`src/slati_pkg.sv`:
```
// ---------------------------------------------------------------------------
// slati_pkg
// Shared codes, character constants, helpers and controller/datapath links.
// ---------------------------------------------------------------------------
package slati_pkg;

    localparam logic [1:0] REQ_BYTE   = 2'd0;
    localparam logic [1:0] REQ_TICK   = 2'd1;
    localparam logic [1:0] REQ_RESYNC = 2'd2;

    localparam logic [1:0] KIND_OTHER = 2'd0;
    localparam logic [1:0] KIND_CONN  = 2'd1;
    localparam logic [1:0] KIND_LOST  = 2'd2;
    localparam logic [1:0] KIND_ACK   = 2'd3;

    localparam logic [7:0] CH_CR    = 8'h0D;
    localparam logic [7:0] CH_LF    = 8'h0A;
    localparam logic [7:0] CH_TAB   = 8'h09;
    localparam logic [7:0] CH_SPACE = 8'h20;

    localparam logic [15:0] IDLE_LIMIT_RESET = 16'd50;
    localparam logic [15:0] IDLE_TICKS_MAX   = 16'hFFFF;
    localparam int          PREFIX_LEN       = 7;

    // Lower-case an ASCII letter, leave everything else alone.
    function automatic logic [7:0] fold_case(input logic [7:0] c);
        if (c >= 8'h41 && c <= 8'h5A)
            return c + 8'h20;
        return c;
    endfunction

    // "ok+conn", folded
    function automatic logic [7:0] pat_conn(input logic [2:0] k);
        logic [7:0] c;
        case (k)
            3'd0:    c = 8'h6F;
            3'd1:    c = 8'h6B;
            3'd2:    c = 8'h2B;
            3'd3:    c = 8'h63;
            3'd4:    c = 8'h6F;
            3'd5:    c = 8'h6E;
            3'd6:    c = 8'h6E;
            default: c = 8'h00;
        endcase
        return c;
    endfunction

    // "ok+lost", folded
    function automatic logic [7:0] pat_lost(input logic [2:0] k);
        logic [7:0] c;
        case (k)
            3'd0:    c = 8'h6F;
            3'd1:    c = 8'h6B;
            3'd2:    c = 8'h2B;
            3'd3:    c = 8'h6C;
            3'd4:    c = 8'h6F;
            3'd5:    c = 8'h73;
            3'd6:    c = 8'h74;
            default: c = 8'h00;
        endcase
        return c;
    endfunction

    // "ok", folded
    function automatic logic [7:0] pat_ok(input logic k);
        return k ? 8'h6B : 8'h6F;
    endfunction

    typedef struct packed {
        logic take_item;   // input beat accepted this cycle
        logic rd_end;      // read entry end-1
        logic end_dec;     // drop one trailing character
        logic rd_first;    // read entry first
        logic first_inc;   // drop one leading character
        logic match_init;  // clear index, arm prefix flags
        logic rd_fk;       // read entry first+index
        logic match_step;  // compare read byte with prefixes, advance index
        logic match_short; // line ended before the prefixes
        logic emit_init;   // clear index for emission
        logic out_load;    // load output register, advance index
    } slati_cmd_t;

    typedef struct packed {
        logic emit_start;   // pending input beat ends a line
        logic end_zero;
        logic strip;        // read byte is trailing whitespace
        logic first_eq_end;
        logic blank;        // read byte is space or tab
        logic k_lt_len;
        logic k_at_prefix;
        logic last_k;
        logic out_free;
    } slati_sts_t;

endpackage

```
`src/serial_line_assembler_trim_idle_unit.sv`:
```
// ---------------------------------------------------------------------------
// serial_line_assembler_trim_idle_unit
// Assembles received serial bytes into lines, trims and classifies them.
// ---------------------------------------------------------------------------
// Input stream: one beat per event. tuser selects the kind (received byte,
// millisecond tick, receive-error resync), tdata carries the byte.
// Output stream: one beat per byte of a trimmed line; tlast marks the final
// byte, tdata also carries the line length, tuser the line kind from a
// case-insensitive prefix check (connect, lost, ack, other).
// Configuration: cfg_we/cfg_wdata load the idle limit in ticks (reset 50);
// write it only while the block is idle.
// Input handshake: a beat that does not end a line leaves s_tready high. A
// beat that ends a line holds s_tready low while the line store is walked
// through its single registered read port: trailing blanks are dropped one
// by one, then leading blanks, then the first bytes, at most seven, are
// compared with the prefixes, then each kept byte is read and loaded into
// the output register. A blank line is dropped and yields no beat.
// Reset clears the pending line, the overflow mark, the tick count and the
// output valid flag; the line store needs no clearing.
// A stalled receiver holds the current output beat and pauses emission; the
// input side stays stalled until the last byte has been loaded.
// ---------------------------------------------------------------------------
module serial_line_assembler_trim_idle_unit
    import slati_pkg::*;
#(
    parameter int STORE_DEPTH = 64
)
(
    input  logic        clk,
    input  logic        rst_n,
    input  logic        cfg_we,
    input  logic [15:0] cfg_wdata,
    input  logic        s_tvalid,
    output logic        s_tready,
    input  logic [7:0]  s_tdata,   // [7:0] byte_value
    input  logic [1:0]  s_tuser,   // [1:0] req_type
    output logic        m_tvalid,
    input  logic        m_tready,
    output logic [15:0] m_tdata,   // [7:0] line_byte, [14:8] line_length, [15] zero
    output logic        m_tlast,   // last_of_line
    output logic [1:0]  m_tuser    // [1:0] line_kind
);

    slati_cmd_t cmd;
    slati_sts_t sts;
    logic [7:0] line_byte;
    logic [6:0] line_length;

    // Sequencer: owns the handshake on the input side and every step order.
    slati_ctrl u_ctrl (
        .clk      (clk),
        .rst_n    (rst_n),
        .s_tvalid (s_tvalid),
        .s_tready (s_tready),
        .sts      (sts),
        .cmd      (cmd)
    );

    // Datapath: line store, counters and the output beat register.
    slati_dp #(
        .STORE_DEPTH (STORE_DEPTH)
    ) u_dp (
        .clk          (clk),
        .rst_n        (rst_n),
        .cfg_we       (cfg_we),
        .cfg_wdata    (cfg_wdata),
        .req_type     (s_tuser),
        .byte_value   (s_tdata),
        .cmd          (cmd),
        .sts          (sts),
        .m_tvalid     (m_tvalid),
        .m_tready     (m_tready),
        .line_byte    (line_byte),
        .last_of_line (m_tlast),
        .line_length  (line_length),
        .line_kind    (m_tuser)
    );

    // Pack the output beat, byte in the low bits.
    assign m_tdata = {1'b0, line_length, line_byte};

endmodule

```
`src/slati_ctrl.sv`:
```
// ---------------------------------------------------------------------------
// slati_ctrl
// Sequencer for intake, trimming, prefix match and line emission.
// ---------------------------------------------------------------------------
module slati_ctrl
    import slati_pkg::*;
(
    input  logic       clk,
    input  logic       rst_n,
    input  logic       s_tvalid,
    output logic       s_tready,
    input  slati_sts_t sts,
    output slati_cmd_t cmd
);

    typedef enum logic [3:0] {
        ST_IDLE,
        ST_TE_RD,
        ST_TE_CHK,
        ST_TS_RD,
        ST_TS_CHK,
        ST_MT_RD,
        ST_MT_CHK,
        ST_EM_RD,
        ST_EM_WAIT
    } state_t;

    state_t state_reg;
    state_t state_next;
    logic   rdy_reg;

    assign s_tready = rdy_reg;

    always_comb
    begin
        state_next = state_reg;
        cmd        = '0;
        unique case (state_reg)
            ST_IDLE:
            begin
                cmd.take_item = s_tvalid && rdy_reg;
                if (cmd.take_item && sts.emit_start)
                    state_next = ST_TE_RD;
            end
            ST_TE_RD:
            begin
                if (sts.end_zero)
                    state_next = ST_IDLE;
                else
                begin
                    cmd.rd_end = 1'b1;
                    state_next = ST_TE_CHK;
                end
            end
            ST_TE_CHK:
            begin
                if (sts.strip)
                begin
                    cmd.end_dec = 1'b1;
                    state_next  = ST_TE_RD;
                end
                else
                    state_next = ST_TS_RD;
            end
            ST_TS_RD:
            begin
                if (sts.first_eq_end)
                    state_next = ST_IDLE;
                else
                begin
                    cmd.rd_first = 1'b1;
                    state_next   = ST_TS_CHK;
                end
            end
            ST_TS_CHK:
            begin
                if (sts.blank)
                begin
                    cmd.first_inc = 1'b1;
                    state_next    = ST_TS_RD;
                end
                else
                begin
                    cmd.match_init = 1'b1;
                    state_next     = ST_MT_RD;
                end
            end
            ST_MT_RD:
            begin
                if (sts.k_at_prefix)
                begin
                    cmd.emit_init = 1'b1;
                    state_next    = ST_EM_RD;
                end
                else if (sts.k_lt_len)
                begin
                    cmd.rd_fk  = 1'b1;
                    state_next = ST_MT_CHK;
                end
                else
                begin
                    cmd.match_short = 1'b1;
                    cmd.emit_init   = 1'b1;
                    state_next      = ST_EM_RD;
                end
            end
            ST_MT_CHK:
            begin
                cmd.match_step = 1'b1;
                state_next     = ST_MT_RD;
            end
            ST_EM_RD:
            begin
                cmd.rd_fk  = 1'b1;
                state_next = ST_EM_WAIT;
            end
            ST_EM_WAIT:
            begin
                if (sts.out_free)
                begin
                    cmd.out_load = 1'b1;
                    state_next   = sts.last_k ? ST_IDLE : ST_EM_RD;
                end
            end
            default:
                state_next = ST_IDLE;
        endcase
    end

    always_ff @(posedge clk or negedge rst_n)
    begin
        if (!rst_n)
        begin
            state_reg <= ST_IDLE;
            rdy_reg   <= 1'b1;
        end
        else
        begin
            state_reg <= state_next;
            rdy_reg   <= (state_next == ST_IDLE);
        end
    end

endmodule

```
`src/slati_dp.sv`:
```
// ---------------------------------------------------------------------------
// slati_dp
// Line store, counters, prefix flags and output register.
// ---------------------------------------------------------------------------
module slati_dp
    import slati_pkg::*;
#(
    parameter int STORE_DEPTH = 64
)
(
    input  logic        clk,
    input  logic        rst_n,
    input  logic        cfg_we,
    input  logic [15:0] cfg_wdata,
    input  logic [1:0]  req_type,
    input  logic [7:0]  byte_value,
    input  slati_cmd_t  cmd,
    output slati_sts_t  sts,
    output logic        m_tvalid,
    input  logic        m_tready,
    output logic [7:0]  line_byte,
    output logic        last_of_line,
    output logic [6:0]  line_length,
    output logic [1:0]  line_kind
);

    localparam int IDX_W = $clog2(STORE_DEPTH);
    localparam int CNT_W = $clog2(STORE_DEPTH + 1);

    logic [7:0]       mem [STORE_DEPTH];
    logic [7:0]       rd_data_reg;
    logic [IDX_W-1:0] rd_addr;
    logic             rd_en;

    logic [CNT_W-1:0] pend_reg;
    logic             ovf_reg;
    logic [15:0]      idle_reg;
    logic [15:0]      limit_reg;
    logic [CNT_W-1:0] end_reg;
    logic [CNT_W-1:0] first_reg;
    logic [CNT_W-1:0] k_reg;
    logic             conn_reg;
    logic             lost_reg;
    logic             ok_reg;

    logic             vld_reg;
    logic [7:0]       byte_reg;
    logic             last_reg;
    logic [6:0]       len_reg;
    logic [1:0]       kind_reg;

    logic [15:0]      idle_inc;
    logic             is_term;
    logic [CNT_W-1:0] end_m1;
    logic [CNT_W-1:0] first_k;
    logic [CNT_W-1:0] len;
    logic [CNT_W-1:0] k_p1;
    logic [7:0]       rd_fold;
    logic [1:0]       kind;

    assign idle_inc = (idle_reg == IDLE_TICKS_MAX) ? idle_reg : idle_reg + 16'd1;
    assign is_term  = (byte_value == CH_CR) || (byte_value == CH_LF);
    assign end_m1   = end_reg - CNT_W'(1);
    assign first_k  = first_reg + k_reg;
    assign len      = end_reg - first_reg;
    assign k_p1     = k_reg + CNT_W'(1);
    assign rd_fold  = fold_case(rd_data_reg);

    always_comb
    begin
        if (conn_reg)
            kind = KIND_CONN;
        else if (lost_reg)
            kind = KIND_LOST;
        else if (ok_reg)
            kind = KIND_ACK;
        else
            kind = KIND_OTHER;
    end

    always_comb
    begin
        sts.emit_start = ((req_type == REQ_BYTE) && is_term && !ovf_reg &&
                          (pend_reg != '0)) ||
                         ((req_type == REQ_TICK) && (pend_reg != '0) &&
                          (idle_inc >= limit_reg));
        sts.end_zero     = (end_reg == '0);
        sts.blank        = (rd_data_reg == CH_SPACE) || (rd_data_reg == CH_TAB);
        sts.strip        = sts.blank || (rd_data_reg == CH_CR) || (rd_data_reg == CH_LF);
        sts.first_eq_end = (first_reg == end_reg);
        sts.k_lt_len     = (k_reg < len);
        sts.k_at_prefix  = (k_reg == CNT_W'(PREFIX_LEN));
        sts.last_k       = (k_p1 == len);
        sts.out_free     = !vld_reg || m_tready;
    end

    // Single read port, address picked by the current sequencer step.
    always_comb
    begin
        rd_en   = cmd.rd_end || cmd.rd_first || cmd.rd_fk;
        rd_addr = first_k[IDX_W-1:0];
        if (cmd.rd_end)
            rd_addr = end_m1[IDX_W-1:0];
        else if (cmd.rd_first)
            rd_addr = first_reg[IDX_W-1:0];
    end

    always_ff @(posedge clk)
    begin
        if (cmd.take_item && (req_type == REQ_BYTE) && !is_term && !ovf_reg &&
            (pend_reg < CNT_W'(STORE_DEPTH)))
            mem[pend_reg[IDX_W-1:0]] <= byte_value;
        if (rd_en)
            rd_data_reg <= mem[rd_addr];
    end

    always_ff @(posedge clk or negedge rst_n)
    begin
        if (!rst_n)
        begin
            pend_reg  <= '0;
            ovf_reg   <= 1'b0;
            idle_reg  <= '0;
            limit_reg <= IDLE_LIMIT_RESET;
            vld_reg   <= 1'b0;
        end
        else
        begin
            if (cfg_we)
                limit_reg <= cfg_wdata;
            if (cmd.take_item)
            begin
                case (req_type)
                    REQ_BYTE:
                    begin
                        idle_reg <= '0;
                        if (is_term)
                        begin
                            ovf_reg  <= 1'b0;
                            pend_reg <= '0;
                        end
                        else if (!ovf_reg)
                        begin
                            if (pend_reg < CNT_W'(STORE_DEPTH))
                                pend_reg <= pend_reg + CNT_W'(1);
                            else
                            begin
                                ovf_reg  <= 1'b1;
                                pend_reg <= '0;
                            end
                        end
                    end
                    REQ_TICK:
                    begin
                        idle_reg <= idle_inc;
                        if (sts.emit_start)
                            pend_reg <= '0;
                    end
                    REQ_RESYNC:
                    begin
                        pend_reg <= '0;
                        ovf_reg  <= 1'b0;
                    end
                    default:
                    begin
                    end
                endcase
            end
            if (cmd.out_load)
                vld_reg <= 1'b1;
            else if (m_tready)
                vld_reg <= 1'b0;
        end
    end

    // Working registers of the trim, match and emit steps.
    always_ff @(posedge clk)
    begin
        if (cmd.take_item && sts.emit_start)
        begin
            end_reg   <= pend_reg;
            first_reg <= '0;
        end
        if (cmd.end_dec)
            end_reg <= end_m1;
        if (cmd.first_inc)
            first_reg <= first_reg + CNT_W'(1);
        if (cmd.match_init)
        begin
            k_reg    <= '0;
            conn_reg <= 1'b1;
            lost_reg <= 1'b1;
            ok_reg   <= 1'b1;
        end
        if (cmd.match_step)
        begin
            k_reg <= k_p1;
            if (rd_fold != pat_conn(k_reg[2:0]))
                conn_reg <= 1'b0;
            if (rd_fold != pat_lost(k_reg[2:0]))
                lost_reg <= 1'b0;
            if ((k_reg < CNT_W'(2)) && (rd_fold != pat_ok(k_reg[0])))
                ok_reg <= 1'b0;
        end
        if (cmd.match_short)
        begin
            conn_reg <= 1'b0;
            lost_reg <= 1'b0;
            if (k_reg < CNT_W'(2))
                ok_reg <= 1'b0;
        end
        if (cmd.emit_init)
            k_reg <= '0;
        if (cmd.out_load)
        begin
            k_reg    <= k_p1;
            byte_reg <= rd_data_reg;
            last_reg <= sts.last_k;
            len_reg  <= 7'(len);
            kind_reg <= kind;
        end
    end

    assign m_tvalid     = vld_reg;
    assign line_byte    = byte_reg;
    assign last_of_line = last_reg;
    assign line_length  = len_reg;
    assign line_kind    = kind_reg;

endmodule

```
`config.mk`:
```
export PLATFORM = sky130hd
export DESIGN_NAME = serial_line_assembler_trim_idle_unit
export DESIGN_NICKNAME = d
export VERILOG_FILES = /design/src/slati_pkg.sv /design/src/serial_line_assembler_trim_idle_unit.sv /design/src/slati_ctrl.sv /design/src/slati_dp.sv
export SDC_FILE = /design/constraint.sdc
export NUM_CORES = 1
export LEC_CHECK = 0
export ABC_CLOCK_PERIOD_IN_PS = 4600
export BUFFER_PORTS_ARGS = -buffer_cell sky130_fd_sc_hd__buf_2
export CORE_ASPECT_RATIO = 1.2
export CORE_MARGIN = 5
export CORE_UTILIZATION = 59
export DETAILED_ROUTE_END_ITERATION = 8
export PLACE_DENSITY = 0.74
export SYNTH_ARGS = -nofsm -noshare
export SYNTH_HDL_FRONTEND = slang
export SYNTH_SLANG_ARGS = --single-unit
export TNS_END_PERCENT = 5
```
`constraint.sdc`:
```
create_clock -name clk -period 4.6 [get_ports clk]
set_input_delay 0.69 -clock clk [delete_from_list [all_inputs] [get_ports clk]]
set_output_delay 0.69 -clock clk [all_outputs]
set_load 0.005 [all_outputs]
```
After elaboration in Yosys (flattened, before gate mapping). Memory sizes are Yosys's and may differ from the RTL's. A register that Yosys moved wholly into a read port is not among the register bits. Index checks and enable logic that the tools add are counted.

Bitwise logic cells: 0. Reductions and logical operators: 43. Shifts and indexed selects: 0. Multiply operators: 0. Muxes and demuxes: 76. Divide/modulo/power cells: 0. Eq/ne operators: 31. Order comparisons: 6. Add/sub/neg operators: 8.

Operators with widths (number): $mux 7 (12); $pmux 7 s6 (1); $eq 8x4->1 const B (5); $mux 1 (37); $pmux 4 s9 (1); $pmux 7 s5 (1); $mux 8 (4); $pmux 16 s2 (1); $ne 8x8->1 (3); $add 7x1->7 const B (3); $pmux 7 s3 (1); $add 16x1->16 const B (1); $eq 16x16->1 const B (1); $eq 4x3->1 const B (4); $ge 16x16->1 (1); $mux 16 (1); $eq 7x7->1 (2); $logic_and 1x1->1 (14); $mux 2 (7); $mux 3 (4); $mux 6 (2); $reduce_bool 2->1 (5); $eq 3x3->1 const B (3); $add 8x6->8 const B (1); other kinds (33) (49).

Register bits: 88. Output and inout bits: 21. ROM bits: 0. Logic and storage cells: 182. Bits in latches: 0. Memories: 1. Bits in writable memories: 512. Input port bits: 31.

Memories: u_dp.mem (depth 64, width 8, rd ports 1, clocked after Yosys merged registers in 1, wr ports 1, RTL line slati_dp.sv:30) `logic [7:0] mem [STORE_DEPTH];`.

Depth between registers and ports, before layout. Gate-level depths: netlist of run 1.

Depth in word-level cells: 10. Depth in mapped cells: 19. Depth with buffers taken out: 18.

Cells and area by module. From an unflattened synthesis of run 1, not the netlist that was laid out.

Cells, all modules: 2193. Area, all modules: 26914.6 um^2.

Modules (own cells, without submodules): slati_dp (area each 26506.7 um^2, sequential area each 17875.9 um^2, times used 1, cells an instance 2147); slati_ctrl (area each 396.6 um^2, sequential area each 126.4 um^2, times used 1, cells an instance 44); serial_line_assembler_trim_idle_unit (area each 11.3 um^2, sequential area each 0.0 um^2, times used 1, cells an instance 2).

Worst setup path before layout of run 1. No wires, ideal clock.

Path type: reg2reg. From: reg u_dp.idle_reg[6]. To: reg u_dp.pend_reg[6]. Stages on the path, launching flop included: 20. Buffers on the path: 2. Period minus slack after synthesis: 3729 ps. Arrival: 3605 ps. Slack: 871 ps. Required time: 4475 ps. Library setup time: 125 ps. Cell sequence: dfrtp_1 > and4_1 > nand4_1 > or3_1 > clkbuf_1 > nand2_1 > nor2_1 > nand3_1 > nor2_1 > xor2_1 > ha_1 > a21o_1 > a21o_1 > a21oi_1 > o221ai_1 > a21oi_1 > o21ai_1 > and2_0 > clkbuf_1 > mux2_2.

Longest elaborated chain between the ends: 7. Elaborated cells on any way between the ends: 8. Those cells by class: add/sub (1); order compare (1); eq/ne (2); mux (1); reduce/logical (3).

Ends and longest elaborated chain: start: declaration (RTL line slati_dp.sv:37) `logic [15:0] idle_reg;`; start signal: assignment (RTL line slati_dp.sv:155) `idle_reg <= idle_inc;`; $add 16x1->16 / $eq 16x16->1 (equally long branches) (RTL line slati_dp.sv:61) `assign idle_inc = (idle_reg == IDLE_TICKS_MAX) ? idle_reg : idle_reg + 16'd1;`; $mux 16 (*) (RTL line slati_dp.sv:61); $ge 16x16->1 (*) (RTL line slati_dp.sv:86) `(idle_inc >= limit_reg));`; $logic_and 1x1->1 (*) (RTL line slati_dp.sv:85) `((req_type == REQ_TICK) && (pend_reg != '0) &&`; $logic_or 1x1->1 (*) (RTL line slati_dp.sv:84) `(pend_reg != '0)) ||`; $ne 2x2->1 (no line) (*); $reduce_and 4->1 (no line) (*); end signal: assignment (RTL line slati_dp.sv:145) `pend_reg <= pend_reg + CNT_W'(1);`; end: declaration (RTL line slati_dp.sv:35) `logic [CNT_W-1:0] pend_reg;`.

Every way passes the cells marked *; elsewhere a longest branch is shown, timed or not. A chain may end at the register's enable or synchronous reset.

Worst setup path in the final report of run 1.
From: reg u_dp.first_reg[3]. To: reg u_dp.rd_data_reg[7], read port of u_dp.mem (data pin).

Longest elaborated chain between the ends: 6. Elaborated cells on any way between the ends: 13. Those cells by class: add/sub (2); order compare (1); eq/ne (1); mux (7); reduce/logical (2).

Ends and longest elaborated chain: start: declaration (RTL line slati_dp.sv:40) `logic [CNT_W-1:0] first_reg;`; start signal: assignment (RTL line slati_dp.sv:187) `first_reg <= first_reg + CNT_W'(1);`; $sub 7x7->7 (RTL line slati_dp.sv:65) `assign len = end_reg - first_reg;`; $lt 7x7->1 (RTL line slati_dp.sv:91) `sts.k_lt_len = (k_reg < len);`; $mux 1 (RTL line slati_ctrl.sv:95) `else if (sts.k_lt_len)`; $mux 1 (RTL line slati_ctrl.sv:90) `if (sts.k_at_prefix)`; $pmux 1 s2 (RTL line slati_ctrl.sv:38) `unique case (state_reg)`; $logic_or 1x1->1 (RTL line slati_dp.sv:100) `rd_en = cmd.rd_end || cmd.rd_first || cmd.rd_fk;`; end: declaration (RTL line slati_dp.sv:31) `logic [7:0] rd_data_reg;`.

Parallel ways exist; a longest one is shown, timed or not.

==> results.md, run 1 <==
| Result | This run | Unit |
|---|---|---|
| Area leader, netlist | sky130_fd_sc_hd__edfxtp_1 | - |
| Wire length of the first global-routing pass | 99500 | um |
| IO Pins | 52 | - |
| Sort of element at the end of the critical path | flip-flop | - |
| Count of TritonRoute iterations in the first routing pass | 6 | - |
| Number of violations of the max-capacitance limit | 0 | - |
| Vias | 17422 | - |
| Area share of the leading cell type in the synthesized netlist | 0.634 | - |
| Worst r2r path cells | 12 | - |
| Deepest level of the CTS H-tree | 2 | - |
| Cell internal power dissipation | 11000 | uW |
| Count of final hold-check violations | 0 | - |
| Outcome | completed | - |
| R2R Setup Slk | 0.25 | ns |
| Type of the worst setup path | flip-flop to flip-flop | - |
| Initial core utilization | 0.593 | - |
| Post-CTS setup buffer count | 0 | - |
| Routability Congestion | 0.874 | - |
| Row cnt | 85 | - |
| CTS tree | yes | - |
| Slew Limit Headroom | 0.242 | - |
| Antenna Violating Nets Remaining | 0 | - |
| Pwr/cell area | 605 | nW/um^2 |
| Critical path fanouts, max | 52 | - |
| Total negative slack for setup checks | 0 | ns |
| Largest net degree at the start of global routing | 65 | - |
| Reg2Reg Capture Point | u_dp.rd_data_reg[7] | - |
| Min-delay worst type | primary input to asynchronous set/reset pin | - |
| Static leakage | 0.0104 | uW |
| Total core area | 44700 | sq um |
| Area occupied by multi-input gates | 7790 | sq um |
| Die Span X | 203 | um |
| Share of flip-flops with an asynchronous set or reset | 0.0757 | - |
| Prevailing post-synth register cell | sky130_fd_sc_hd__edfxtp_1 | - |
| Count of pins over their slew limit | 0 | - |
| Ratio of cells with drive above 1 in the final layout | 0.101 | - |
| Combinational family with the most area after synthesis | compound AO/OA/AOI/OAI gates | - |
| Wirelength per Cell | 24.1 | um |
| Die footprint | 49300 | sq um |
| Avg Inst Size Synth | 12.9 | sq um |
| Area grow syn2layout | 10.1 | % |
| Final-layout fill cell count | 3097 | - |
| #FFs+latches synth | 608 | - |
| Post-route setup slack | 0.248 | ns |
| Sequential cell area fraction in the yosys report | 0.680 | - |
| Compound-cell area share of the yosys netlist | 0.123 | - |
| Number of hold buffers added after CTS | 0 | - |
| Clock buffer depth | 3 | - |
| Net load switching power | 6610 | uW |
| Synth Cell Area | 26500 | sq um |
| Unrepaired setup endpoints after global routing | false | - |
| Initial antenna violation count | 1 | - |
| Routed Wire Length | 65300 | um |
| Synthesized netlist net count | 2141 | - |
| Worst clock skew | 0.0188 | ns |
| Minimum setup slack after placement | 0.304 | ns |
| Most common library cell in the layout ignoring fill and taps | sky130_fd_sc_hd__edfxtp_1 | - |
| Routed via count divided by cell count | 6.43 | - |
| Root buffer selected by CTS | sky130_fd_sc_hd__clkbuf_16 | - |
| Latest clock arrival within the worst-skew pair | 0.60 | ns |
| Simple-gate portion of the synthesized area | 0.107 | - |
| Kind of start point of the critical path | flip-flop | - |
| CTS buffer count | 56 | - |
| Diode insertion count for antenna repair | 0 | - |
| Vias in the first global route | 17007 | - |
| Fraction of the core area covered by cells at the end of the flow | 0.653 | - |
| Vert. Die Dim | 242 | um |
| Worst Tran Pin Value | 1.13 | ns |
| Post-CTS clock slew at the launch and capture registers of the worst setup and hold paths | 0.06 | ns |
| Number of design-rule violations left by the first detailed-router iteration | 1813 | - |
| Arr. time, crit path | 4.73 | ns |
| Total of warnings raised by yosys | 0 | - |
| Clock net sink count | 608 | - |
| Comb pwr share | 0.385 | - |
| Register area | 18000 | sq um |
| Reg-to-reg startpoint | u_dp.first_reg[3] | - |
| Maximum operating frequency | 230 | MHz |
| Area share of xor/xnor cells in the synthesized design | 0.0170 | - |
| Multiplexer share of the synthesized area | 0.0196 | - |
| GRT Util Overall | 0.259 | - |
| Max rail drop VDD | 0.475 | mV |
| Tmin final | 4.35 | ns |
| Half-perimeter wire length of the detailed placement result | 41700 | um |
| Drt drc | 0 | - |
| Count of final setup violators | 0 | - |
| Total overflow reported by the global router | 0 | - |
| Net count reported at finish | 2189 | - |
| Period utilization | 0.946 | - |
| Fraction of power consumed by the clock network | 0.245 | - |
| Crit path required time | 4.98 | ns |
| Total of buffers placed on input and output ports | 50 | - |
| Cell types with the largest area share after synthesis | sky130_fd_sc_hd__edfxtp_1 63%, sky130_fd_sc_hd__nand2_1 4.8%, sky130_fd_sc_hd__dfrtp_1 4.0% | - |
| Switching fraction of total power | 0.374 | - |
| Register share of total power | 0.370 | - |
| CTS-repair resized insts | 0 | - |
| Adder-cell share of the synthesized area | 0.0256 | - |
| Max reg flops | 512 | - |
| Number of distinct library cell variants in the gate-level netlist after synthesis | 79 | - |
| Most frequent cells in the layout | 559 x sky130_fd_sc_hd__edfxtp_1, 339 x sky130_fd_sc_hd__nand2_1, 162 x sky130_fd_sc_hd__a21oi_1 | - |
| Number of flops mapped to enable cells by yosys | 559 | - |
| Gate count after technology mapping | 2057 | - |
worst max-delay path by stage:
stage                            startpoint                  end  slack [ns]  depth (start not counted)
after floorplan            u_dp.idle_reg[6]     u_dp.pend_reg[6]        0.87                         19
after global placement           s_tdata[0]      u_dp.mem[46][3]        0.38                          9
after detailed placement         s_tdata[0]      u_dp.mem[46][2]        0.30                          9
after CTS                 u_dp.first_reg[3]  u_dp.rd_data_reg[1]        0.33                         13
after global routing      u_dp.first_reg[4]  u_dp.rd_data_reg[1]        0.04                         12
final                     u_dp.first_reg[3]  u_dp.rd_data_reg[7]        0.25                         12
through the flow:
| step | total power (uW) | area, sq um | instances | hold slack [ns] |
|---|---|---|---|---|
| after floorplan | 11100 | 26500 | 2057 | 0.394 |
| after global placement | 13100 | 27500 | 2612 | 0.495 |
| after detailed placement | 13300 | 27500 | 2612 | 0.495 |
| after CTS | 17600 | 29200 | 2710 | 0.293 |
| after global routing | 18400 | 29200 | 2710 | 0.310 |
| final | 17600 | 29200 | 2710 | 0.284 |
final cells by class:
type | count | share of cell area
Sequential cell | 608 | 0.617
Multi-Input combinational cell | 1278 | 0.267
Clock buffer | 70 | 0.0509
Timing Repair Buffer | 112 | 0.0280
Tap cell | 565 | 0.0242
Clock inverter | 28 | 0.00631
Inverter | 49 | 0.00631
power groups by stage:
stage | Clock [uW] | Sequential, uW | Combinational, uW
global route | 4610 | 6550 | 7260
floorplan | 0 | 6490 | 4570
global placement | 0 | 6630 | 6490
CTS | 4360 | 6520 | 6700
detailed placement | 0 | 6640 | 6660
finish | 4320 | 6530 | 6790
worst max-delay path, stage by stage (launching register included):
cell and delay (ns):
sky130_fd_sc_hd__edfxtp_1 0.46, sky130_fd_sc_hd__inv_1 0.07, sky130_fd_sc_hd__ha_1 0.35, sky130_fd_sc_hd__nand4_1 0.21
sky130_fd_sc_hd__o31ai_4 0.41, sky130_fd_sc_hd__mux2_2 0.29, sky130_fd_sc_hd__o21a_4 0.59, sky130_fd_sc_hd__buf_4 0.32
sky130_fd_sc_hd__a21oi_1 0.07, sky130_fd_sc_hd__a22oi_1 0.34, sky130_fd_sc_hd__nor2_1 0.10, sky130_fd_sc_hd__or4_1 0.55
sky130_fd_sc_hd__o311ai_1 0.36
synthesized netlist by cell type (all sizes together) (4+ instances only):
cell,number
o31ai,21
edfxtp,559
a211oi,16
nand4,9
dfrtp,42
nand2b,9
nand3,48
buf,69
nor2b,11
a31oi,17
and3,21
inv,49
dfstp,4
a22o,10
a32o,36
or4,12
mux2i,45
or3,7
o311ai,10
nand3b,6
nor2,132
nor4,6
clkbuf,53
and2,4
ha,51
mux2,6
nand2,341
a22oi,33
o21ai,52
a21o,15
nor3,24
a221oi,40
a311oi,8
xor2,18
xnor2,28
o21a,5
a21oi,163
o22ai,33
routing by layer:
metal  global-route usage  wire length [um]  vias to the layer above
met1                0.344             24500                     8492
met5                    0                 0                        -
met4                0.114              3240                        0
met2                0.431             32200                      908
met3               0.0376              5310                      169
li1                     -                 -                     7853
logic make-up (layout without fill, tap and decap cells):
group,count (synthesis),in the layout
XOR/XNOR,48,48
AO/OA/AOI/OAI,480,480
multiplexers,51,51
adder cells (fa/ha/maj),53,53
flip-flops,608,608
AND/OR/NAND/NOR,645,645
other,1,1
buffers and inverters,171,259
(Power assumes the default switching activity.)
==> run 2: changes to the inputs <==
--- a/config.mk
+++ b/config.mk
@@ -11,7 +11,9 @@
 export CORE_MARGIN = 5
 export CORE_UTILIZATION = 59
 export DETAILED_ROUTE_END_ITERATION = 8
+export GPL_TIMING_DRIVEN = 0
 export PLACE_DENSITY = 0.74
+export SKIP_LAST_GASP = 1
 export SYNTH_ARGS = -nofsm -noshare
 export SYNTH_HDL_FRONTEND = slang
 export SYNTH_SLANG_ARGS = --single-unit
==> run 2 against run 1 <==
Net effect: the run now ends with setup timing left; die area unchanged; final area up 0.87%; hold slack lost 0.013 ns; non-clock buffer count rose by 66; sequential share of layout area fell by 0.53 points; sequential power fell by 1%; clock power up 7.2%; critical path type unchanged; largest cell class unchanged.
==> results.md, run 2 (synthesis results as in run 1) <==
| Result | This run | Unit |
|---|---|---|
| Clock buffer depth | 3 | - |
| Worst Tran Pin Value | 1.45 | ns |
| Beginning of the critical path | u_dp.first_reg[4] | - |
| Critical path fanouts, max | 10 | - |
| Largest net degree at the start of global routing | 67 | - |
| Most frequent cells in the layout | 559 x sky130_fd_sc_hd__edfxtp_1, 339 x sky130_fd_sc_hd__nand2_1, 161 x sky130_fd_sc_hd__a21oi_1 | - |
| Antenna Violating Nets Remaining | 0 | - |
| Area grow syn2layout | 11.1 | % |
| Diode insertion count for antenna repair | 0 | - |
| Max reg flops | 512 | - |
| Post-route setup slack | -0.0975 | ns |
| Drt drc | 0 | - |
| Maximum operating frequency | 213 | MHz |
| Reg-to-reg startpoint | u_dp.first_reg[4] | - |
| Count of pins over their slew limit | 0 | - |
| Sort of element at the end of the critical path | flip-flop | - |
| Count of TritonRoute iterations in the first routing pass | 6 | - |
| Net count reported at finish | 2256 | - |
| Reg2Reg Capture Point | u_dp.rd_data_reg[6] | - |
| Comb pwr share | 0.398 | - |
| Kind of start point of the critical path | flip-flop | - |
| Routability Congestion | 0.945 | - |
| Fraction of power consumed by the clock network | 0.252 | - |
| Post-Place Cells | 2673 | - |
| Post-CTS clock slew at the launch and capture registers of the worst setup and hold paths | 0.06 | ns |
| Most common library cell in the layout ignoring fill and taps | sky130_fd_sc_hd__edfxtp_1 | - |
| Wirelength per Cell | 24.5 | um |
| Initial antenna violation count | 0 | - |
| Worst r2r path cells | 14 | - |
| Row cnt | 85 | - |
| Root buffer selected by CTS | sky130_fd_sc_hd__clkbuf_16 | - |
| End point of the critical path | u_dp.rd_data_reg[6] | - |
| Routed via count divided by cell count | 6.42 | - |
| Total power after layout | 18400 | uW |
| Routed Wire Length | 68000 | um |
| Period utilization | 1.02 | - |
| Type of the worst setup path | flip-flop to flip-flop | - |
| Die Span X | 203 | um |
| Count of final hold-check violations | 0 | - |
| Ratio of cells with drive above 1 in the final layout | 0.110 | - |
| Violations in the final reports | setup timing | - |
| Total overflow reported by the global router | 0 | - |
| Net load switching power | 7170 | uW |
| Vert. Die Dim | 242 | um |
| Crit path required time | 4.91 | ns |
| Unrepaired setup endpoints after global routing | true | - |
| Half-perimeter wire length of the detailed placement result | 44800 | um |
| Clock net sink count | 608 | - |
| Deepest level of the CTS H-tree | 2 | - |
| Max rail drop VDD | 0.426 | mV |
| GRT Util Overall | 0.271 | - |
| Count of final setup violators | 1 | - |
| Worst clock skew | 0.0200 | ns |
| Slew Limit Headroom | 0.0346 | - |
| Total core area | 44700 | sq um |
| IO Pins | 52 | - |
| R2R Setup Slk | -0.1 | ns |
| Tightest hold margin | 0.271 | ns |
| Switching fraction of total power | 0.390 | - |
| Non-Filler Instances | 2780 | - |
| Number of design-rule violations left by the first detailed-router iteration | 1910 | - |
| Vias | 17844 | - |
| Die footprint | 49300 | sq um |
| Total of buffers placed on input and output ports | 50 | - |
| Min-delay worst type | primary input to asynchronous set/reset pin | - |
| CTS buffer count | 57 | - |
| Pwr/cell area | 625 | nW/um^2 |
| Latest clock arrival within the worst-skew pair | 0.63 | ns |
| Number of violations of the max-capacitance limit | 0 | - |
| Register share of total power | 0.351 | - |
| Arr. time, crit path | 5.01 | ns |
| Vias in the first global route | 17832 | - |
| Cell internal power dissipation | 11200 | uW |
| Tmin final | 4.70 | ns |
| Outcome | finished with violations | - |
| CTS tree | yes | - |
| Static leakage | 0.0105 | uW |
| Initial core utilization | 0.593 | - |
| Wire length of the first global-routing pass | 103000 | um |
run 2: cell count changes in the layout (fill, tap and decap cells not counted), moves of 4 or more:
cell and change:
sky130_fd_sc_hd__o31ai_1 -5, sky130_fd_sc_hd__buf_4 -38, sky130_fd_sc_hd__buf_12 -8, sky130_fd_sc_hd__clkbuf_4 +4, sky130_fd_sc_hd__clkbuf_1 +40, sky130_fd_sc_hd__o31ai_2 +5, sky130_fd_sc_hd__buf_1 +15, sky130_fd_sc_hd__clkbuf_2 +11
sky130_fd_sc_hd__buf_2 +35
run 2: timing repair:
| action | 4_1_cts | 5_1_grt |
|---|---|---|
| setup endpoints to repair | 84 | 457 |
| hold buffers | 0 | 0 |
| pin swaps | 1 | 1 |
| buffers inserted | 2 | 3 |
| cloned | 0 | 0 |
| resized for setup | 14 | 26 |
| endpoints found under the hold margin | 0 | 0 |
run 2: metal layers:
layer | part of all wire | global-route usage | routed length, um | up-vias
met5 | 0 | 0 | 0 | -
met4 | 0.046 | 0.107 | 3100 | 0
met3 | 0.088 | 0.0549 | 6000 | 212
met2 | 0.50 | 0.469 | 34300 | 930
met1 | 0.36 | 0.336 | 24600 | 8712
li1 | - | - | - | 7990
run 2: worst max-delay path, cell delays in order (launching register included):
cell and delay, ns:
sky130_fd_sc_hd__edfxtp_1 0.42, sky130_fd_sc_hd__inv_1 0.12, sky130_fd_sc_hd__ha_1 0.38, sky130_fd_sc_hd__nand4_1 0.21, sky130_fd_sc_hd__o31a_1 0.41, sky130_fd_sc_hd__o221ai_4 0.41, sky130_fd_sc_hd__and2_1 0.19, sky130_fd_sc_hd__buf_2 0.16
sky130_fd_sc_hd__buf_2 0.27, sky130_fd_sc_hd__buf_4 0.28, sky130_fd_sc_hd__buf_4 0.26, sky130_fd_sc_hd__mux2i_1 0.27, sky130_fd_sc_hd__a221oi_1 0.14, sky130_fd_sc_hd__o31ai_1 0.56, sky130_fd_sc_hd__o311ai_1 0.30
run 2: how the worst min path moves through the flow:
stage | startpoint | endpoint | depth (start not counted)
after floorplan | rst_n | u_ctrl.state_reg[0] | 0
after global placement | u_dp.rd_data_reg[3] | u_dp.line_byte[3] | 0
after detailed placement | u_dp.rd_data_reg[3] | u_dp.line_byte[3] | 0
after CTS | cfg_wdata[14] | u_dp.limit_reg[14] | 3
after global routing | cfg_wdata[13] | u_dp.limit_reg[13] | 3
final | rst_n | u_dp.limit_reg[8] | 1
run 2: cell type report:
class | count | area [sq um]
Multi-Input combinational cell | 1278 | 7820
Clock inverter | 34 | 323
Tap cell | 565 | 707
Fill cell | 3217 | 15200
Inverter | 49 | 184
Sequential cell | 608 | 18000
Buffer | 122 | 582
Clock buffer | 68 | 1490
Timing Repair Buffer | 56 | 315
run 2: power groups by stage:
| stage | combinational (uW) | clock [uW] | sequential, uW |
|---|---|---|---|
| 2_1_floorplan | 4570 | 0 | 6490 |
| 3_3_place_gp | 6830 | 0 | 6560 |
| 3_5_place_dp | 6990 | 0 | 6560 |
| 4_1_cts | 7110 | 4650 | 6450 |
| 5_1_grt | 7730 | 4910 | 6470 |
| 6_report | 7320 | 4630 | 6450 |
run 2: metrics by stage:
step                setup TNS, ns   util  setup WS [ns]  area, sq um
finish                    -0.0975  0.659        -0.0975        29400
global placement          -204.03  0.615         -0.609        27400
global route               -0.443  0.659         -0.102        29400
CTS                      -0.00155  0.657      -0.000625        29400
detailed placement        -254.93  0.615         -0.694        27500
floorplan                       0      -          0.871        26500
==> run 3: changes to the inputs <==
--- a/config.mk
+++ b/config.mk
@@ -13,6 +13,7 @@
 export DETAILED_ROUTE_END_ITERATION = 8
 export GPL_TIMING_DRIVEN = 0
 export PLACE_DENSITY = 0.74
+export RECOVER_POWER = 50
 export SKIP_LAST_GASP = 1
 export SYNTH_ARGS = -nofsm -noshare
 export SYNTH_HDL_FRONTEND = slang
==> run 3 against run 2 <==
Net effect: combinational power about the same; non-clock buffer count stayed put; global-route usage unchanged; hold slack better by 0.011 ns; critical endpoint is now u_dp.rd_data_reg[7]; setup slack improved by 0.062 ns; die area is the same; via count fell by 0.11%; the run ends with capacitance limit, slew limit, setup timing left; power hardly changed; maximum frequency is 1.3% higher; clock skew up 0.0012 ns.
==> results.md, run 3 (synthesis results as in run 1) <==
| Result | This run | Unit |
|---|---|---|
| Number of design-rule violations left by the first detailed-router iteration | 1827 | - |
| Critical path fanouts, max | 10 | - |
| Initial core utilization | 0.593 | - |
| Unrepaired setup endpoints after global routing | true | - |
| Ratio of cells with drive above 1 in the final layout | 0.104 | - |
| Minimum setup slack after placement | -0.694 | ns |
| Worst r2r path cells | 12 | - |
| Largest net degree at the start of global routing | 67 | - |
| Count of final hold-check violations | 0 | - |
| Register share of total power | 0.351 | - |
| Wire length of the first global-routing pass | 103000 | um |
| Row cnt | 85 | - |
| Routed via count divided by cell count | 6.41 | - |
| GRT Util Overall | 0.271 | - |
| Vert. Die Dim | 242 | um |
| Final-layout fill cell count | 3226 | - |
| CTS tree | yes | - |
| Routed Wire Length | 68000 | um |
| Latest clock arrival within the worst-skew pair | 0.63 | ns |
| Wirelength per Cell | 24.5 | um |
| Deepest level of the CTS H-tree | 2 | - |
| Most common library cell in the layout ignoring fill and taps | sky130_fd_sc_hd__edfxtp_1 | - |
| Drt drc | 0 | - |
| Fraction of power consumed by the clock network | 0.251 | - |
| Root buffer selected by CTS | sky130_fd_sc_hd__clkbuf_16 | - |
| Vias | 17825 | - |
| Tmin final | 4.64 | ns |
| Die footprint | 49300 | sq um |
| Violations in the final reports | capacitance limit, slew limit, setup timing | - |
| Post-CTS clock slew at the launch and capture registers of the worst setup and hold paths | 0.06 | ns |
| Diode insertion count for antenna repair | 0 | - |
| Reg2Reg Capture Point | u_dp.rd_data_reg[7] | - |
| Period utilization | 1.01 | - |
| Endpoint of the worst hold path | u_dp.limit_reg[14] | - |
| Total power after layout | 18400 | uW |
| Crit path required time | 4.96 | ns |
| Instance count along the most critical hold path | 3 | - |
| Number of hold buffers added after CTS | 0 | - |
| Count of final setup violators | 3 | - |
| Min-delay worst type | primary input to flip-flop | - |
| Die Span X | 203 | um |
| Area grow syn2layout | 11.0 | % |
| Initial antenna violation count | 0 | - |
| Cell internal power dissipation | 11200 | uW |
| Total core area | 44700 | sq um |
| Clock buffer depth | 3 | - |
| Final design area excluding fillers | 29400 | sq um |
| Most frequent cells in the layout | 559 x sky130_fd_sc_hd__edfxtp_1, 339 x sky130_fd_sc_hd__nand2_1, 161 x sky130_fd_sc_hd__a21oi_1 | - |
| Pwr/cell area | 626 | nW/um^2 |
| IO Pins | 52 | - |
| Max rail drop VDD | 0.429 | mV |
| Static leakage | 0.0104 | uW |
| Switching fraction of total power | 0.390 | - |
| Start point of the worst min-delay path | cfg_wdata[14] | - |
| Worst clock skew | 0.0213 | ns |
| Outcome | finished with violations | - |
| Total of buffers placed on input and output ports | 50 | - |
| Total overflow reported by the global router | 0 | - |
| Clock net sink count | 608 | - |
| Placed standard-cell area | 27500 | sq um |
| Fraction of the core area covered by cells at the end of the flow | 0.658 | - |
| Count of TritonRoute iterations in the first routing pass | 8 | - |
| Vias in the first global route | 17832 | - |
| Net count reported at finish | 2256 | - |
| Count of pins over their slew limit | 47 | - |
| Routability Congestion | 0.945 | - |
| Maximum operating frequency | 216 | MHz |
| Type of the worst setup path | flip-flop to flip-flop | - |
| Antenna Violating Nets Remaining | 0 | - |
| Comb pwr share | 0.398 | - |
| Half-perimeter wire length of the detailed placement result | 44800 | um |
| Arr. time, crit path | 4.99 | ns |
| Kind of start point of the critical path | flip-flop | - |
| Worst Tran Pin Value | 2.54 | ns |
| CTS buffer count | 57 | - |
| R2R Setup Slk | -0.04 | ns |
| Sort of element at the end of the critical path | flip-flop | - |
| Reg-to-reg startpoint | u_dp.k_reg[0] | - |
| Net load switching power | 7180 | uW |
| Post-route setup slack | -0.0355 | ns |
| Slew Limit Headroom | -0.694 | - |
| Number of violations of the max-capacitance limit | 1 | - |
| Max reg flops | 512 | - |
| Tightest hold margin | 0.282 | ns |
run 3: worst max path at each step:
stage                           start  slack, ns                  end
floorplan            u_dp.idle_reg[6]       0.87     u_dp.pend_reg[6]
global placement           s_tdata[0]      -0.61      u_dp.mem[62][1]
global route        u_dp.first_reg[4]      -0.10  u_dp.rd_data_reg[7]
detailed placement         s_tdata[0]      -0.69      u_dp.mem[20][1]
CTS                        s_tdata[1]    -0.0006      u_dp.mem[20][3]
finish                  u_dp.k_reg[0]      -0.04  u_dp.rd_data_reg[7]
run 3: power by group through the flow:
stage	clock [uW]	sequential, uW	combinational [uW]
2_1_floorplan	0	6490	4570
5_1_grt	4910	6470	7730
3_5_place_dp	0	6560	6990
4_1_cts	4650	6450	7110
6_report	4630	6450	7320
3_3_place_gp	0	6560	6830
run 3: cell type report:
cell class / count / area, sq um / area share
inverters: 49 / 184 / 0.00626
repair buffers: 56 / 290 / 0.00988
flip-flops and latches: 608 / 18000 / 0.612
clock inverters: 34 / 323 / 0.0110
well taps: 565 / 707 / 0.0240
plain buffers: 122 / 582 / 0.0198
clock buffers: 68 / 1490 / 0.0506
multi-input cells: 1278 / 7820 / 0.266
run 3: metal layers:
| layer | global-route usage | up-vias | routed length [um] |
|---|---|---|---|
| li1 | - | 7992 | - |
| met1 | 0.336 | 8713 | 24600 |
| met2 | 0.469 | 912 | 34300 |
| met3 | 0.0549 | 208 | 5970 |
| met4 | 0.107 | 0 | 3170 |
| met5 | 0 | - | 0 |
run 3: critical path, cell delays in order (launching register included):
cell                       delay (ns)
sky130_fd_sc_hd__edfxtp_1        0.56
sky130_fd_sc_hd__ha_1            0.32
sky130_fd_sc_hd__fa_1            0.46
sky130_fd_sc_hd__a21o_1          0.18
sky130_fd_sc_hd__a21oi_1         0.18
sky130_fd_sc_hd__xnor2_1         0.16
sky130_fd_sc_hd__nand2_1         0.11
sky130_fd_sc_hd__a21oi_2         0.55
sky130_fd_sc_hd__or2_0           0.27
sky130_fd_sc_hd__buf_1           0.30
sky130_fd_sc_hd__o22ai_1         0.22
sky130_fd_sc_hd__or4_1           0.53
sky130_fd_sc_hd__o311ai_1        0.52
run 3: metrics by stage:
stage,TNS (ns),instances
finish,-0.0547,2780
global route,-0.443,2780
CTS,-0.00155,2777
detailed placement,-254.93,2673
global placement,-204.03,2672
floorplan,0,2057
run 3: timing repair:
item	4_1_cts	5_1_grt
hold endpoints to repair	0	0
endpoints found under the setup margin	84	457
buffers inserted	2	3
pin swaps	1	1
gates resized for setup	14	26
